--- config.mk ---
export PLATFORM = sky130hd
export DESIGN_NAME = ppp_queue
export DESIGN_NICKNAME = d
export VERILOG_FILES = /design/src/hw/rtl/ppp_pkg.sv /design/src/hw/rtl/ppp_queue.sv
export SDC_FILE = /design/constraint.sdc
export NUM_CORES = 1
export LEC_CHECK = 0
export BUFFER_PORTS_ARGS = -buffer_cell sky130_fd_sc_hd__buf_2
export CAP_MARGIN = 20
export CORE_MARGIN = 2
export CORE_UTILIZATION = 61
export CTS_CLUSTER_DIAMETER = 40
export CTS_CLUSTER_SIZE = 24
export DETAILED_ROUTE_END_ITERATION = 16
export GPL_TIMING_DRIVEN = 0
export PLACE_DENSITY_LB_ADDON = 0.1
export RECOVER_POWER = 100
export SETUP_SLACK_MARGIN = 0.02
export SLEW_MARGIN = 20
export SYNTH_ARGS = -nofsm -noshare
export SYNTH_HDL_FRONTEND = slang
export SYNTH_SLANG_ARGS = --single-unit
--- constraint.sdc ---
create_clock -name clock -period 8.3 [get_ports clock]
set_input_delay 0.415 -clock clock [delete_from_list [all_inputs] [get_ports clock]]
set_output_delay 0.415 -clock clock [all_outputs]
set_load 0.03 [all_outputs]
--- src/hw/rtl/ppp_pkg.sv ---
// ----------------------------------------------------------------------------
// ppp_pkg
// Shared types, constants and the divider step for the point projection block.
// ----------------------------------------------------------------------------
package ppp_pkg;

   localparam int TRIG_SHIFT        = 10;
   localparam int TRIG_SCALE        = 1 << TRIG_SHIFT;
   localparam int CENTRE_X          = 64;
   localparam int CENTRE_Y          = 32;
   localparam int RADIUS_MAX        = 300;
   localparam int MAG_W             = 46;
   localparam int DIV_W             = 32;
   localparam int QUEUE_DEPTH_DEF   = 4;
   localparam int CSR_INDEX_W       = 3;
   localparam int CSR_DATA_W        = 16;

   typedef enum logic [CSR_INDEX_W-1:0] {
      CSR_COS_PITCH,
      CSR_SIN_PITCH,
      CSR_COS_YAW,
      CSR_SIN_YAW,
      CSR_CAMERA_X,
      CSR_CAMERA_Y,
      CSR_CAMERA_Z,
      CSR_FOCAL_LENGTH
   } csr_index_type;

   typedef struct packed {
      logic signed [15:0] point_x;
      logic signed [15:0] point_y;
      logic signed [15:0] point_z;
      logic [7:0]         point_radius;
   } req_type;

   typedef struct packed {
      logic               visible;
      logic signed [15:0] screen_x;
      logic signed [15:0] screen_y;
      logic [8:0]         screen_radius;
   } rsp_type;

   typedef struct packed {
      logic             vis;
      logic             x_neg;
      logic             y_neg;
      logic [MAG_W-1:0] x_mag;
      logic [MAG_W-1:0] y_mag;
      logic [MAG_W-1:0] r_mag;
      logic [DIV_W-1:0] divisor;
   } work_type;

   typedef struct packed {
      logic [DIV_W-1:0] rem;
      logic [MAG_W-1:0] num;
   } div_lane_type;

   function automatic div_lane_type div_step(div_lane_type cur, logic [DIV_W-1:0] d);
      logic [DIV_W:0] t;
      logic           q;
      div_lane_type   nxt;
      t = {cur.rem, cur.num[MAG_W-1]};
      q = (t >= {1'b0, d});
      if (q) begin
         nxt.rem = DIV_W'(t - {1'b0, d});
      end else begin
         nxt.rem = t[DIV_W-1:0];
      end
      nxt.num = {cur.num[MAG_W-2:0], q};
      return nxt;
   endfunction

endpackage

--- src/hw/rtl/ppp_queue.sv ---
// ----------------------------------------------------------------------------
// ppp_queue
// Small FIFO of work words between front and back.
// ----------------------------------------------------------------------------
module ppp_queue #(
   parameter int DEPTH = ppp_pkg::QUEUE_DEPTH_DEF
) (
   input  logic              clock,
   input  logic              reset,
   input  logic              push_valid,
   output logic              push_ready,
   input  ppp_pkg::work_type push_data,
   output logic              pop_valid,
   input  logic              pop_ready,
   output ppp_pkg::work_type pop_data
);

   localparam int PTR_W = (DEPTH > 1) ? $clog2(DEPTH) : 1;
   localparam int CNT_W = $clog2(DEPTH + 1);

   ppp_pkg::work_type  mem_ff [DEPTH];
   logic [PTR_W-1:0]   wr_ptr_ff, rd_ptr_ff;
   logic [CNT_W-1:0]   count_ff;
   logic               push, pop;

   assign push_ready = (count_ff != CNT_W'(DEPTH));
   assign pop_valid  = (count_ff != '0);
   assign pop_data   = mem_ff[rd_ptr_ff];
   assign push       = push_valid && push_ready;
   assign pop        = pop_valid && pop_ready;

   always_ff @(posedge clock) begin
      if (reset) begin
         wr_ptr_ff <= '0;
         rd_ptr_ff <= '0;
         count_ff  <= '0;
      end else begin
         if (push) begin
            wr_ptr_ff <= (wr_ptr_ff == PTR_W'(DEPTH - 1)) ? '0 : wr_ptr_ff + 1'b1;
         end
         if (pop) begin
            rd_ptr_ff <= (rd_ptr_ff == PTR_W'(DEPTH - 1)) ? '0 : rd_ptr_ff + 1'b1;
         end
         if (push && !pop) begin
            count_ff <= count_ff + 1'b1;
         end else if (pop && !push) begin
            count_ff <= count_ff - 1'b1;
         end
      end
   end

   always_ff @(posedge clock) begin
      if (push) begin
         mem_ff[wr_ptr_ff] <= push_data;
      end
   end

endmodule

# Word-level counts from Yosys, hierarchy flattened
# Memories as Yosys holds them, arrays and structs flattened. A register that Yosys moved wholly into a read port is not among the register bits.
# Cells that the tools add are included.
# classes
reduce_logical	8
addsub	4
n_mux	8
n_eq_ne	3
# ops
op	n
$mux 2	4
$mux 3	2
$add 2x1->2 const B	2
$eq 2x2->1 const B	2
$logic_and 1x1->1	4
$add 3x1->3 const B	1
$ne 3x3->1 const B	1
$reduce_bool 3->1	1
$sub 3x1->3 const B	1
$logic_not 1->1	2
$mux 1	2
$reduce_bool 2->1	1
# word_totals
ff_bits	7
ram_bits	692
memories	1
inputBits	177
output_inout_bits	175
elab_cells	27
# memory_table
name	depth	word_bits	read_ports	rd_clocked_by_memory_dff	wr	line	text
mem_ff	4	173	1	1	1	ppp_queue.sv:21	ppp_pkg::work_type mem_ff [DEPTH];

# Depth between registers and ports, before layout
# logic_depth
word_depth	6
mapped_depth	9
ltp_nobuf	8

# Worst setup path before layout
# Ideal clock, no wire load.
# synth_path
path_type	register -> register
from	register count_ff[0]
to	memory mem_ff[0][0] (netlist name), enable pin
n_path_buf	1
path_slack_ns	4.919
arrival_ns	2.924
stages_incl_launch_ff	4
setup_time_ns	0.457
period_less_slack_ns	3.381
required_time_ns	7.843
cell_sequence	dfxtp_1 or3b_1 clkbuf_2 and3_2
# synth_between
elab_chain_len	4
# synth_lines
element	line	text
from (decl)	ppp_queue.sv:23	logic [CNT_W-1:0] count_ff;
from (signal assigned)	ppp_queue.sv:45	count_ff <= count_ff + 1'b1;
from (signal assigned)	ppp_queue.sv:47	count_ff <= count_ff - 1'b1;
$ne 3x3->1	ppp_queue.sv:26	assign push_ready = (count_ff != CNT_W'(DEPTH));
named net push_ready	ppp_queue.sv:11	output logic push_ready,
$logic_and 1x1->1	ppp_queue.sv:29	assign push = push_valid && push_ready;
$mux 1	ppp_queue.sv:53	if (push) begin
$mux 1 (not written as such)	ppp_queue.sv:54	mem_ff[wr_ptr_ff] <= push_data;
to (decl)	ppp_queue.sv:21	
# The timed path passes the listed nets, and every way through them passes these cells.

# Worst setup path after layout
# layout_path
from	register count_ff[1]
to	memory mem_ff[1][137] (netlist name), enable pin
# layout_between
elab_chain_len	4
# layout_lines
element	line
$ne 3x3->1	ppp_queue.sv:26
$logic_and 1x1->1	ppp_queue.sv:29
$mux 1	ppp_queue.sv:53
$mux 1 (not written as such)	ppp_queue.sv:54
# No other way between the ends.

==> results.py <==
metrics = {
    "final_layout": {
        "stdcell_area_mm2": 0.0302,
        "layout_common_cells": "692 x edfxtp_1, 366 x clkbuf_1, 173 x mux4_2, 78 x clkbuf_16, 27 x buf_2",
        "area_growth_pct": 19.0,
        "layout_commonest_cell": "edfxtp_1",
        "layout-drive-gt1-share_pct": 23.9,
        "nNetsFinal": 1579,
        "fillerInstances": 2424,
    },
    "sta": {
        "timing.final.max_slew_violations": 431,
        "hold_violations": 0,
        "rsz0062_at_grt": "no",
        "fin_skew_ps": 13.5,
        "tightest_slew_ps": 2800,
        "setup_viol": 0,
        "finalSetupTns_ps": 0,
        "slew_headroom_pct": -86.7,
        "period_share_pct": 58.6,
        "fmaxAchievable_mhz": 206,
        "worst_hold_slack_ps": 74.1,
        "layout_min_cycle_time_ps": 4860,
    },
    "cts": {
        "clk_pin_slew_ps": 60,
        "clock_latency_ps": 590,
        "htreeDepth": 3,
        "cts.path.max_buffers": 3,
        "cts-hold-fix-buffers": 0,
        "cts_tree": "built",
        "cts_root_buf": "clkbuf_16",
        "clock_sink_count": 701,
        "postCtsSetupBuffers": 0,
        "ctsResizeCount": 0,
        "cts_inserted_buffers": 76,
    },
    "global_route": {
        "antenna_found_initial": 11,
        "grt_overflow": 0,
        "grt_pass1_wl_um": 74400,
        "grt_pass1_vias": 12300,
        "grt_max_degree": 45,
        "track_usage_pct": 23.3,
    },
    "routing": {
        "vias": 11500,
        "via_per_inst": 5.78,
        "firstDrtPassIters": 4,
        "drt_wl_total_um": 49500,
        "routedWlPerCell_um": 24.8,
        "drcViolationCount": 0,
        "antenna_left": 0,
        "first_iter_violations": 679,
    },
    "place": {
        "post-dp-hpwl_um": 30700,
        "gp_congestion": 0.728,
        "io_buffers": 350,
        "placed_area_mm2": 0.0282,
    },
    "setup_path": {
        "cp.required_ps": 8560,
        "max_stage_delay_ps": 1840,
        "worstPathCellList": "or3b_1 -> clkbuf_1 -> and3_1 -> clkbuf_1 -> buf_16",
        "critPathKind": "flip-flop to flip-flop",
        "cp_top_family": "buffers and inverters",
        "rrSetupSlack_ps": 3440,
        "critical_path_buf_inv_count": 3,
        "critPathLaunchType": "flip-flop",
        "cp-end-kind": "flip-flop",
        "critical_path_peak_fanout": 42,
        "crit_top_cell": "clkbuf_1",
        "arrival_ps": 5120,
        "critPathSlowestCell": "clkbuf_1",
    },
    "synthesis": {
        "syn_area_mm2": 0.0254,
        "synth-main-ff-cell": "edfxtp_1",
        "synth_warnings": 0,
        "synthesis.nets": 1135,
        "synth.ff_latch_count": 701,
        "syn_inst": 951,
        "ys_types": 27,
        "syn_area_per_cell_um2": 26.7,
        "async_flop_share_pct": 0,
        "synth-edff-count": 692,
        "yosysSeqAreaShare_pct": 82.6,
    },
    "pwr": {
        "switching_power_uw": 3010,
        "leakage_uw": 0.00942,
        "clkPwrFrac_pct": 34.5,
        "pwr-share-comb_pct": 22.2,
        "power.internal_uw": 7080,
        "pwr_density_cell_mw_per_mm2": 334,
        "switching_share_pct": 29.8,
        "power_frac_seq_pct": 43.4,
        "max-vdd-ir-drop_mv": 0.363,
    },
    "flow_run": {
        "drv_cap": 12,
    },
    "floorplanning": {
        "row_count": 74,
        "core_mm2": 0.0409,
        "ioPinCount": 352,
        "die_h_um": 208,
        "dieArea_mm2": 0.0433,
        "start_util_pct": 62.0,
        "die_w_um": 208,
    },
    "run_status": {
        "violations": "max-capacitance violations, max-slew violations",
        "outcome": "finished, violations left",
    },
    "worst_hold_path": {
        "hold_class": "input port to flip-flop",
    },
}
routing by layer:
metal / track usage (%) / wire length, µm / vias to the layer above
met5: 0 / 78 / -
met4: 8.34 / 1090 / 10
met3: 7.74 / 4560 / 83
met2: 37.1 / 25100 / 410
met1: 30.8 / 18600 / 5975
li1: - / - / 5063
per-stage QoR:
step                      worst slack [ps]  std cells  total power (µW)  utilization, %
after floorplan                       4920        951              6080               -
after global placement                3390       1833              6790            67.9
after CTS                             5300       1990             10300            75.4
after detailed placement              5900       1849              6840            68.9
final                                 3440       1998             10100            73.8
after global routing                  2990       1994             10500            73.8
cell families (layout without fill, tap and decap cells):
logic type / after synthesis / after routing / synth area share [%]
AO/OA/AOI/OAI: 5 / 5 / 0.138
XOR/XNOR: 2 / 2 / 0.0690
adder cells (fa/ha/maj): 7 / 7 / 0.375
buffers and inverters: 43 / 550 / 0.966
flip-flops: 701 / 701 / 82.6
multiplexers: 176 / 176 / 15.5
other: 0 / 8 / 0
AND/OR/NAND/NOR: 17 / 17 / 0.419
Yosys cell counts (all sizes together), types with 2 or more instances:
| master | number | area share, % |
|---|---|---|
| a21oi | 2 | 0.039 |
| and3 | 4 | 0.12 |
| buf | 36 | 0.86 |
| clkbuf | 4 | 0.064 |
| dfxtp | 9 | 0.71 |
| edfxtp | 692 | 82 |
| ha | 6 | 0.30 |
| inv | 3 | 0.044 |
| mux2i | 3 | 0.12 |
| mux4 | 173 | 15 |
| nand2b | 2 | 0.049 |
| nor2 | 3 | 0.044 |
| o31ai | 2 | 0.079 |
| or3 | 3 | 0.084 |
| xor2 | 2 | 0.069 |
registers in the layout, indices dropped and copies added, names as in the netlist, named ones only:
register	cells
wr_ptr_ff	2
mem_ff	692
rd_ptr_ff	2
count_ff	3
power groups by stage:
stage | clock network [µW] | logic, µW | registers [µW]
after detailed placement | 0 | 2400 | 4440
final | 3480 | 2240 | 4380
after CTS | 3550 | 2420 | 4360
after floorplan | 0 | 1650 | 4440
after global placement | 0 | 2310 | 4480
after global routing | 3680 | 2370 | 4410
final cells by class:
| type | count | area, µm² | area share [%] |
|---|---|---|---|
| repair buffers | 366 | 1540 | 5.11 |
| well taps | 532 | 666 | 2.20 |
| multi-input cells | 207 | 4170 | 13.8 |
| flip-flops and latches | 701 | 21000 | 69.4 |
| clock inverters | 57 | 674 | 2.23 |
| clock buffers | 84 | 1980 | 6.57 |
| plain buffers | 40 | 185 | 0.613 |
| inverters | 3 | 11.3 | 0.0373 |
| diodes | 8 | 20.0 | 0.0663 |
final timing paths:
kind                             start                         to  cells after the start
max           count_ff[1]$_SDFFE_PP0P_   mem_ff[1][137]$_DFFE_PP_                      5
min                     push_data[119]   mem_ff[1][119]$_DFFE_PP_                      1
max reg2reg   count_ff[1]$_SDFFE_PP0P_   mem_ff[1][137]$_DFFE_PP_                      5
min reg2reg  rd_ptr_ff[0]$_SDFFE_PP0P_  rd_ptr_ff[0]$_SDFFE_PP0P_                      2
(Power assumes the default switching activity.)
